**config.mk**
```make
export PLATFORM = sky130hd
export DESIGN_NAME = c_subset_tokenizer
export DESIGN_NICKNAME = d
export VERILOG_FILES = /design/src/sv/cst_pkg.sv /design/src/sv/cst_scan.sv /design/src/sv/cst_queue.sv /design/src/sv/c_subset_tokenizer.sv
export VERILOG_INCLUDE_DIRS = /design/src /design/src/sv
export SDC_FILE = /design/constraint.sdc
export NUM_CORES = 1
export LEC_CHECK = 0
export ABC_AREA = 1
export BUFFER_PORTS_ARGS = -buffer_cell sky130_fd_sc_hd__buf_2
export CORE_MARGIN = 8
export CORE_UTILIZATION = 41
export CTS_BUF_LIST = sky130_fd_sc_hd__clkbuf_16
export DETAILED_ROUTE_END_ITERATION = 8
export MAX_ROUTING_LAYER = met4
export PLACE_DENSITY = 0.54
export SKIP_CTS_REPAIR_TIMING = 1
export SLEW_MARGIN = 30
export SYNTH_ARGS = -nofsm -noshare
export SYNTH_HDL_FRONTEND = slang
export SYNTH_SLANG_ARGS = --single-unit
```
**constraint.sdc**
```tcl
create_clock -name clk -period 6.3 [get_ports clk]
set_input_delay 1.26 -clock clk [delete_from_list [all_inputs] [get_ports clk]]
set_output_delay 1.26 -clock clk [all_outputs]
set_load 0.02 [all_outputs]
```
**src/sv/assert_macros.svh**
```systemverilog
// assertion macros shared by the tokenizer rtl
// no dependencies; include with the bare file name
`ifndef ASSERT_MACROS_SVH
`define ASSERT_MACROS_SVH

// property must hold at every rising clock edge outside reset
`define ASSERT_ALWAYS(label, clk, rst, prop) \
  label: assert property (@(posedge clk) disable iff (rst) (prop)) \
    else $error("assertion failed");

// antecedent implies consequent in the same cycle
`define ASSERT_IMPLIES(label, clk, rst, ante, cons) \
  label: assert property (@(posedge clk) disable iff (rst) (ante) |-> (cons)) \
    else $error("assertion failed");

`endif

```
**src/sv/cst_pkg.sv**
```systemverilog
// shared types, token kind codes and keyword table for the tokenizer
// no dependencies
`timescale 1ns / 1ps

package cst_pkg;

  localparam int POS_BITS    = 16;
  localparam int QUEUE_DEPTH = 4;
  localparam int QPTR_BITS   = $clog2(QUEUE_DEPTH);
  localparam int QCNT_BITS   = $clog2(QUEUE_DEPTH + 1);

  localparam logic [3:0] KIND_LPAREN = 4'd0;
  localparam logic [3:0] KIND_RPAREN = 4'd1;
  localparam logic [3:0] KIND_LBRACE = 4'd2;
  localparam logic [3:0] KIND_RBRACE = 4'd3;
  localparam logic [3:0] KIND_SEMI   = 4'd4;
  localparam logic [3:0] KIND_INT    = 4'd5;
  localparam logic [3:0] KIND_RETURN = 4'd6;
  localparam logic [3:0] KIND_IDENT  = 4'd7;
  localparam logic [3:0] KIND_NUMBER = 4'd8;
  localparam logic [3:0] KIND_END    = 4'd9;
  localparam logic [3:0] KIND_BAD    = 4'd10;

  localparam logic [1:0] CAND_NONE = 2'd0;
  localparam logic [1:0] CAND_INT  = 2'd1;
  localparam logic [1:0] CAND_RET  = 2'd2;

  localparam logic [15:0] LEN_MAX = 16'hFFFF;

  typedef struct packed {
    logic [3:0]  kind;
    logic [15:0] start;
    logic [15:0] length;
    logic [7:0]  bad;
    logic        last;
  } token_t;

  // expected letter at position idx of the keyword under test
  function automatic logic [7:0] kw_char(input logic [1:0] cand, input logic [2:0] idx);
    logic [7:0] ch;
    ch = 8'h00;
    case (cand)
      CAND_INT: begin
        case (idx)
          3'd0: ch = "i";
          3'd1: ch = "n";
          3'd2: ch = "t";
          default: ch = 8'h00;
        endcase
      end
      CAND_RET: begin
        case (idx)
          3'd0: ch = "r";
          3'd1: ch = "e";
          3'd2: ch = "t";
          3'd3: ch = "u";
          3'd4: ch = "r";
          3'd5: ch = "n";
          default: ch = 8'h00;
        endcase
      end
      default: ch = 8'h00;
    endcase
    return ch;
  endfunction

endpackage

```
**src/sv/cst_scan.sv**
```systemverilog
// scanner state and per-byte token decode, up to two tokens per byte
// depends on cst_pkg and assert_macros.svh
`timescale 1ns / 1ps
`include "assert_macros.svh"

module cst_scan (
  input  logic           clk,
  input  logic           rst,
  input  logic           accept,
  input  logic [7:0]     text_byte,
  output logic [1:0]     res_n,
  output cst_pkg::token_t res0,
  output cst_pkg::token_t res1
);
  import cst_pkg::*;

  localparam logic [1:0] MODE_IDLE = 2'd0;
  localparam logic [1:0] MODE_WORD = 2'd1;
  localparam logic [1:0] MODE_NUM  = 2'd2;
  localparam logic [1:0] MODE_DROP = 2'd3;

  logic [1:0]          mode, mode_next;
  logic [POS_BITS-1:0] pos, pos_next;
  logic [POS_BITS-1:0] begin_pos, begin_pos_next;
  logic [15:0]         count, count_next;
  logic [1:0]          cand, cand_next;
  logic [2:0]          matched, matched_next;

  logic        is_letter, is_digit, is_space;
  logic        close_use, own_valid, kw_hit;
  logic [3:0]  word_kind;
  logic [15:0] count_inc;
  logic [1:0]  cand_start;
  token_t      close_tok, own_tok;
  logic [1:0]  n;

  assign is_letter = ((text_byte >= "a") && (text_byte <= "z")) ||
                     ((text_byte >= "A") && (text_byte <= "Z"));
  assign is_digit  = (text_byte >= "0") && (text_byte <= "9");
  assign is_space  = (text_byte == " ") || (text_byte == 8'h0D) ||
                     (text_byte == 8'h09) || (text_byte == 8'h0A);

  assign count_inc = (count == LEN_MAX) ? count : count + 16'd1;

  assign kw_hit = ((cand == CAND_INT) && (matched < 3'd3) &&
                   (text_byte == kw_char(CAND_INT, matched))) ||
                  ((cand == CAND_RET) && (matched < 3'd6) &&
                   (text_byte == kw_char(CAND_RET, matched)));

  assign cand_start = (text_byte == "i") ? CAND_INT :
                      (text_byte == "r") ? CAND_RET : CAND_NONE;

  always_comb begin
    word_kind = KIND_IDENT;
    if ((cand == CAND_INT) && (matched == 3'd3)) word_kind = KIND_INT;
    if ((cand == CAND_RET) && (matched == 3'd6)) word_kind = KIND_RETURN;
  end

  always_comb begin
    close_tok.kind   = (mode == MODE_WORD) ? word_kind : KIND_NUMBER;
    close_tok.start  = 16'(begin_pos);
    close_tok.length = count;
    close_tok.bad    = 8'h00;
    close_tok.last   = 1'b0;
  end

  always_comb begin
    mode_next      = mode;
    pos_next       = pos;
    begin_pos_next = begin_pos;
    count_next     = count;
    cand_next      = cand;
    matched_next   = matched;
    close_use      = 1'b0;
    own_valid      = 1'b0;
    own_tok.kind   = KIND_END;
    own_tok.start  = 16'(pos);
    own_tok.length = 16'd1;
    own_tok.bad    = 8'h00;
    own_tok.last   = 1'b0;

    if (text_byte == 8'h00) begin
      // end of text: flush open run, emit end, back to reset state
      close_use      = (mode == MODE_WORD) || (mode == MODE_NUM);
      own_valid      = 1'b1;
      own_tok.length = 16'd0;
      mode_next      = MODE_IDLE;
      pos_next       = '0;
      begin_pos_next = '0;
      count_next     = '0;
      cand_next      = CAND_NONE;
      matched_next   = 3'd0;
    end else if (mode == MODE_DROP) begin
      pos_next = pos + 1'b1;
    end else if ((mode == MODE_WORD) && is_letter) begin
      count_next = count_inc;
      if (kw_hit) begin
        matched_next = matched + 3'd1;
      end else begin
        cand_next    = CAND_NONE;
        matched_next = 3'd0;
      end
      pos_next = pos + 1'b1;
    end else if ((mode == MODE_NUM) && is_digit) begin
      count_next = count_inc;
      pos_next   = pos + 1'b1;
    end else begin
      close_use = (mode == MODE_WORD) || (mode == MODE_NUM);
      if (close_use) begin
        mode_next    = MODE_IDLE;
        cand_next    = CAND_NONE;
        matched_next = 3'd0;
      end
      if (is_letter) begin
        mode_next      = MODE_WORD;
        begin_pos_next = pos;
        count_next     = 16'd1;
        cand_next      = cand_start;
        matched_next   = (cand_start != CAND_NONE) ? 3'd1 : 3'd0;
      end else if (is_digit) begin
        mode_next      = MODE_NUM;
        begin_pos_next = pos;
        count_next     = 16'd1;
        cand_next      = CAND_NONE;
        matched_next   = 3'd0;
      end else if (!is_space) begin
        own_valid = 1'b1;
        case (text_byte)
          "(":     own_tok.kind = KIND_LPAREN;
          ")":     own_tok.kind = KIND_RPAREN;
          "{":     own_tok.kind = KIND_LBRACE;
          "}":     own_tok.kind = KIND_RBRACE;
          ";":     own_tok.kind = KIND_SEMI;
          default: begin
            own_tok.kind = KIND_BAD;
            own_tok.bad  = text_byte;
            mode_next    = MODE_DROP;
          end
        endcase
      end
      pos_next = pos + 1'b1;
    end
  end

  // pack results in order, flag the final one
  always_comb begin
    res0 = '0;
    res1 = '0;
    n    = 2'd0;
    if (close_use) begin
      res0 = close_tok;
      if (own_valid) begin
        res1      = own_tok;
        res1.last = 1'b1;
        n         = 2'd2;
      end else begin
        res0.last = 1'b1;
        n         = 2'd1;
      end
    end else if (own_valid) begin
      res0      = own_tok;
      res0.last = 1'b1;
      n         = 2'd1;
    end
  end

  assign res_n = accept ? n : 2'd0;

  always_ff @(posedge clk) begin
    if (rst) begin
      mode      <= MODE_IDLE;
      pos       <= '0;
      begin_pos <= '0;
      count     <= '0;
      cand      <= CAND_NONE;
      matched   <= 3'd0;
    end else if (accept) begin
      mode      <= mode_next;
      pos       <= pos_next;
      begin_pos <= begin_pos_next;
      count     <= count_next;
      cand      <= cand_next;
      matched   <= matched_next;
    end
  end

  // two tokens only when a word or number is flushed first
  `ASSERT_IMPLIES(a_pair_starts_with_run, clk, rst, res_n == 2'd2,
    (res0.kind == KIND_IDENT) || (res0.kind == KIND_NUMBER) ||
    (res0.kind == KIND_INT) || (res0.kind == KIND_RETURN))
  // dropping bytes after an error stays silent until end of text
  `ASSERT_IMPLIES(a_drop_silent, clk, rst,
    accept && (mode == MODE_DROP) && (text_byte != 8'h00), res_n == 2'd0)
  // a keyword match never runs past its keyword length
  `ASSERT_ALWAYS(a_match_bound, clk, rst,
    ((cand == CAND_INT) && (matched <= 3'd3)) ||
    ((cand == CAND_RET) && (matched <= 3'd6)) ||
    ((cand == CAND_NONE) && (matched == 3'd0)))

endmodule

```
**src/sv/cst_queue.sv**
```systemverilog
// small result queue, takes up to two tokens per cycle, hands out one
// depends on cst_pkg and assert_macros.svh
`timescale 1ns / 1ps
`include "assert_macros.svh"

module cst_queue (
  input  logic            clk,
  input  logic            rst,
  input  logic [1:0]      push_n,
  input  cst_pkg::token_t push0,
  input  cst_pkg::token_t push1,
  input  logic            pop,
  output cst_pkg::token_t head,
  output logic            not_empty,
  output logic            room
);
  import cst_pkg::*;

  token_t               mem [QUEUE_DEPTH];
  logic [QPTR_BITS-1:0] wptr, rptr;
  logic [QCNT_BITS-1:0] count, count_next;
  logic [QPTR_BITS-1:0] wptr_inc;

  assign wptr_inc  = wptr + 1'b1;
  assign head      = mem[rptr];
  assign not_empty = (count != '0);
  // room for a full pair of tokens
  assign room      = (count <= QCNT_BITS'(QUEUE_DEPTH - 2));

  assign count_next = count + QCNT_BITS'(push_n) - QCNT_BITS'(pop);

  always_ff @(posedge clk) begin
    if (push_n != 2'd0) mem[wptr] <= push0;
    if (push_n == 2'd2) mem[wptr_inc] <= push1;
  end

  always_ff @(posedge clk) begin
    if (rst) begin
      wptr  <= '0;
      rptr  <= '0;
      count <= '0;
    end else begin
      wptr  <= wptr + QPTR_BITS'(push_n);
      if (pop) rptr <= rptr + 1'b1;
      count <= count_next;
    end
  end

  `ASSERT_ALWAYS(a_count_bound, clk, rst, count <= QCNT_BITS'(QUEUE_DEPTH))
  `ASSERT_IMPLIES(a_push_has_room, clk, rst, push_n != 2'd0,
    count <= QCNT_BITS'(QUEUE_DEPTH - 2))
  `ASSERT_IMPLIES(a_pop_not_empty, clk, rst, pop, count != '0)

endmodule

```
**src/sv/c_subset_tokenizer.sv**
```systemverilog
// channel | dir | handshake                 | beat payload
// text    | in  | text_valid / text_ready   | text_byte
// token   | out | token_valid / token_ready | token_kind, token_start, token_length,
//         |     |                           | bad_byte, last_of_run
//
// one text beat per clock while text_ready is high; the byte is decoded
// in the same cycle it is taken and its tokens land in a four-entry result queue
// a byte that closes a word or number and starts a mark gives two token beats,
// so the token side drains one beat per clock when ready and may hold off text
// text_ready is high while the queue has room for two tokens
// synchronous reset clears the scanner to idle, position zero, queue empty
// depends on cst_pkg, cst_scan, cst_queue
`timescale 1ns / 1ps

module c_subset_tokenizer (
  input  logic        clk,
  input  logic        rst,
  input  logic        text_valid,
  output logic        text_ready,
  input  logic [7:0]  text_byte,
  output logic        token_valid,
  input  logic        token_ready,
  output logic [3:0]  token_kind,
  output logic [15:0] token_start,
  output logic [15:0] token_length,
  output logic [7:0]  bad_byte,
  output logic        last_of_run
);
  import cst_pkg::*;

  logic   accept;
  logic   pop;
  logic   room;
  logic   not_empty;
  logic [1:0] res_n;
  token_t res0, res1, head;

  // a text beat goes in whenever a whole pair of tokens still fits
  assign text_ready = room;
  assign accept     = text_valid && room;

  // decode: state registers plus per-byte token logic
  cst_scan u_scan (
    .clk       (clk),
    .rst       (rst),
    .accept    (accept),
    .text_byte (text_byte),
    .res_n     (res_n),
    .res0      (res0),
    .res1      (res1)
  );

  // result queue decouples the two sides; token stalls block decoding only once it lacks room for a pair
  assign pop = token_valid && token_ready;

  cst_queue u_queue (
    .clk       (clk),
    .rst       (rst),
    .push_n    (res_n),
    .push0     (res0),
    .push1     (res1),
    .pop       (pop),
    .head      (head),
    .not_empty (not_empty),
    .room      (room)
  );

  // token beat straight from the queue head
  assign token_valid  = not_empty;
  assign token_kind   = head.kind;
  assign token_start  = head.start;
  assign token_length = head.length;
  assign bad_byte     = head.bad;
  assign last_of_run  = head.last;

endmodule
```
# [Word level (Yosys, flattened, before mapping)]
# Memory sizes are Yosys's and may differ from the RTL's. A register that Yosys moved wholly into a read port is not among the register bits.
# Cells that the tools add are included.
[op_classes] n_eq_ne=31 add_sub_neg=8 order_cmp=9 reduce_logical=34 n_mux=89
[op_table] op="2-to-1 mux 16 bit" n=14
[op_table] op="2-to-1 mux 45 bit" n=3
[op_table] op="2-to-1 mux 8 bit" n=8
[op_table] op="2-to-1 mux 2 bit" n=26
[op_table] op="case mux 7 bit (5 select lines)" n=1
[op_table] op="adder 16 x 1 -> 16 bit (second input constant)" n=2
[op_table] op="equality test 8 x 6 -> 1 bit (second input constant)" n=4
[op_table] op="equality test 8 x 7 -> 1 bit (second input constant)" n=4
[op_table] op="2-to-1 mux 4 bit" n=8
[op_table] op="equality test 8 x 4 -> 1 bit (second input constant)" n=3
[op_table] op="2-to-1 mux 3 bit" n=8
[op_table] op="case mux 7 bit (3 select lines)" n=1
[op_table] op="case mux 4 bit (5 select lines)" n=1
[op_table] op="2-to-1 mux 1 bit" n=19
[op_table] op="equality test 16 bit (second input constant)" n=1
[op_table] op="equality test 8 x 7 -> 1 bit" n=2
[op_table] op=">= comparator 8 x 7 -> 1 bit (second input constant)" n=2
[op_table] op="less-or-equal comparator 8 x 7 -> 1 bit (second input constant)" n=2
[op_table] op="logical AND 1 bit" n=13
[op_table] op="AND reduction 5 bit" n=2
[op_table] op="nonzero test 5 bit" n=2
[op_table] op="equality test 3 bit (second input constant)" n=3
[op_table] op="equality test 2 bit (second input constant)" n=4
[op_table] op=">= comparator 8 x 6 -> 1 bit (second input constant)" n=1
[op_table] op="24 further kinds" n=37
[word_totals] output_inout_bits=47 mem_bits_rw=180 inputBits=12 register_bits=62 mem_count=1
[memory_table] name="u_queue.mem" depth=4 word_bits=45 rd=1 rd_ports_with_merged_regs=1 wr=2 line_no="cst_queue.sv:19" text="token_t mem [QUEUE_DEPTH];"

# [Depth between registers and ports, before layout]
[depth] ltp_word=17 ltp_mapped=23

# [By module]
# A second synthesis with hierarchy kept.
[unflattened] cells_unflattened=1781 hier_area_um2=14526.4
[modules_own_cells] mod="cst_queue" n_inst=1 seq_area_each_um2=5585.4 area_each_um2=9952.0 cells_per_inst=1037
[modules_own_cells] mod="cst_scan" n_inst=1 seq_area_each_um2=1101.1 area_each_um2=4559.4 cells_per_inst=740
[modules_own_cells] mod="c_subset_tokenizer" n_inst=1 seq_area_each_um2=0.0 area_each_um2=15.0 cells_per_inst=4

# [Least setup slack after synthesis]
# Ideal clock, no wire load.
[synth_timing] kind="input to register" from="in text_byte[1]" to="mem u_queue.mem[2][0] (netlist bit), enable pin" path_slack_ns=1.917 arrival_ns=3.918 setup_ns=0.465 t_required_ns=5.835 cell_stages=21 cell_sequence="buf_4 > nor2_2 > nand2_2 > nand2_1 > nand2_2 > nand2_4 > inv_2 > nand2_4 > nand2_4 > inv_4 > nand2_8 > inv_4 > buf_4 > ha_1 > inv_1 > nor2_1 > inv_1 > nand2_1 > nand2_1 > buf_1 > nand2_1"
[synth_rtl] item="start, declared" line_no="c_subset_tokenizer.sv:20" text="input logic [7:0] text_byte,"
[synth_rtl] item="end, declared" line_no="cst_queue.sv:19"

==> impl_results.md <==
- Crit path launch: text_byte[1]
- Clock sinks: 244
- Crit-path max FO: 49
- Peak VDD IR: 0.217 mV
- Post-synth top cells: nand2_1, o21ai_0, nor2_1
- Cell count of the worst reg-to-reg path: 13
- Mapped Nets: 1671
- Final setup viols: 0
- Cell taking the most area after synthesis: edfxtp_1
- CP Class: primary input to register
- Share of post-route cells with drive strength above 1: 11.3%
- Arrival @ worst endpoint: 5180 ps
- Nets: 1684
- Core area: 0.0306 mm^2
- Power per standard cell area: 356 mW/mm^2
- Final clock skew: 18.2 ps
- HP Start: u_scan.begin_pos[10]
- Clk pwr share: 31.6%
- Synth top area share: 28.3%
- Seq cells post-synth: 244
- FMAX: 209 MHz
- Final Slew Violations: 0
- Reg2Reg Capture Point: u_queue.mem[1][44]
- Register area: 0.00609 mm^2
- Worst Setup EP: u_queue.mem[1][44]
- Post-synth ARST share: 0%
- Initial core utilization: 41.6%
- Flop pwr share: 38.3%
- Hold Violations, Final: 0
- Cell internal pwr: 0.00317 W
- Detailed Routing Iterations Pass 1: 5
- Starting DRT DRC Count: 1042
- Port Buffers: 58
- Reg-to-reg startpoint: u_scan.mode[0]
- Least-Margin Pin Slew: 949 ps
- DIE WIDTH: 192 um
- Netlist Area Pre-Place: 0.0127 mm^2
- GR Overflow Total: 0
- Worst Setup Start Kind: primary input
- Syn Area/Cell: 7.74 um^2
- Hpwl dp: 25100 um
- Area of the multi-input gates: 0.00577 mm^2
- Fin util: 46.2%
- Status: finished clean
- Clock slew at reported path FFs: 60 ps
- Cell with the most instances after synthesis: nand2_1
- Per-cell routed wire length: 18.2 um
- Final Wtd Congestion: 0.904
- RSZ-0062 raised after global routing: false
- Combinational power share: 30.1%
- Initial antenna violation count: 0
- Switch share: 37.0%
- Post-synthesis sequential area ratio: 47.9%
- Leak: 5.61 nW
- Num CTS Buffers: 28
- Syn. warnings: 0
- Top_reg_cell synth: dfxtp_1
- Total power: 0.00503 W
- Post-synth EDFFs: 120
- Fin Setup TNS: 0 ps
- Critical Path End Type: register
- Reg2Reg Setup Slack: 2020 ps
- Residual DRC count: 0
- First-pass GRT wire length: 59200 um
- Clk_lat worst skew: 540 ps
- Maximum clock path buffer count: 3
- Overall routed net length: 37800 um
- Max Cap Violations: 0
- Die area: 0.0369 mm^2
- Hold WS: 459 ps
- Hold Crit Class: register to register
- CTS tree: built
- Largest net degree at the start of global routing: 91
- Post-route minimum period: 4780 ps
- Vias in the first global route: 10400
- H-tree Lvls: 1
- Area growth syn-to-layout: 11.1%
- Cells after synthesis: 1643
- Num rows: 64
- Final Cycle Share: 75.9%
- Clk root buf: clkbuf_16
- Slew HR: 36.7%
- Filler cell count: 3136
- CP required: 6700 ps
- Tot GR Track Use: 20.7%
- Switching Power: 0.00186 W
- Final ANT Viol Nets: 0
- Vias: 11200
- Inserted Diodes: 0
- Boundary Pins: 59
- Die height: 192 um
- Vias/cell: 5.41
- Dominant cells by area after synthesis: edfxtp_1, dfxtp_1, nand2_1
- Synth cell types: 44
layer usage:
layer | track usage, % | vias up | wire length (um)
li1 | - | 5566 | -
met1 | 29.6 | 5280 | 18200
met2 | 30.9 | 340 | 16600
met3 | 2.85 | 33 | 2480
met4 | 4.17 | 0 | 408
met5 | - | - | 0
power groups by stage:
stage | clock network [W] | registers (W) | logic, W
after floorplan | 0 | 0.00194 | 0.00106
after global routing | 0.00168 | 0.00194 | 0.00164
after CTS | 0.00162 | 0.00192 | 0.00152
after global placement | 0 | 0.00196 | 0.00152
final | 0.00159 | 0.00192 | 0.00151
after detailed placement | 0 | 0.00196 | 0.00152
registers in the layout, indices dropped and copies added (netlist names), named ones only:
register	cells
u_queue.count	3
u_queue.mem	180
u_queue.rptr	2
u_queue.wptr	2
u_scan.begin_pos	16
u_scan.cand	2
u_scan.count	16
u_scan.matched	3
u_scan.mode	2
u_scan.pos	16
stage by stage:
| stage | instance area (um^2) | std cells | worst slack, ps |
|---|---|---|---|
| after floorplan | 12700 | 1643 | 1920 |
| after global placement | 13200 | 2022 | 1100 |
| after detailed placement | 13200 | 2022 | 1020 |
| after CTS | 14100 | 2074 | 1570 |
| after global routing | 14100 | 2074 | 1210 |
| final | 14100 | 2074 | 1520 |
critical path, cell delays in order:
cell     delay (ps)
buf_2           150
nor2_2          130
nand2_2         100
nand2_1          90
nand2_2          70
nand2_4          90
inv_2            50
nand2_4          70
nand2_4          80
inv_4           100
nand2_8         240
inv_4           450
ha_1            230
nand2_1         120
nor2_1          350
nand2_2         500
inv_1           840
nand2_1         140
nand2_1         100
layout make-up:
cell class | count | share of cell area, %
flip-flops and latches | 244 | 43.1
multi-input cells | 1200 | 40.9
clock buffers | 31 | 5.49
well taps | 396 | 3.51
repair buffers | 76 | 3.19
inverters | 106 | 2.85
clock inverters | 21 | 0.975
how the worst min path moves through the flow:
stage,cells past startpoint,endpoint,slack [ps]
4_1_cts,2,u_scan.begin_pos[14],460
6_report,2,u_scan.begin_pos[10],460
2_1_floorplan,2,u_scan.begin_pos[0],430
5_1_grt,2,u_scan.begin_pos[8],480
3_5_place_dp,2,u_scan.begin_pos[0],450
3_3_place_gp,2,u_scan.begin_pos[0],440
kinds of logic after synthesis:
logic type,count (synthesis),share of synthesized area [%]
AO/OA/AOI/OAI,335,14.5
XOR/XNOR,8,0.551
adder cells (fa/ha/maj),16,1.63
AND/OR/NAND/NOR,841,28.7
buffers and inverters,199,6.72
flip-flops,244,47.9
cell usage in the layout, fill, tap and decap left out, types with 16 or more instances in the layout:
cell type / netlist / final
buf_4: 10 / 16
nand2_1: 455 / 455
nand3_1: 129 / 129
a21oi_1: 34 / 34
o22ai_1: 74 / 74
edfxtp_1: 120 / 120
clkbuf_16: 0 / 31
inv_1: 93 / 97
o21ai_0: 182 / 182
nor2_1: 177 / 177
buf_2: 18 / 58
o21ai_1: 26 / 26
dfxtp_1: 124 / 123
Power figures use the tool's default switching activity.
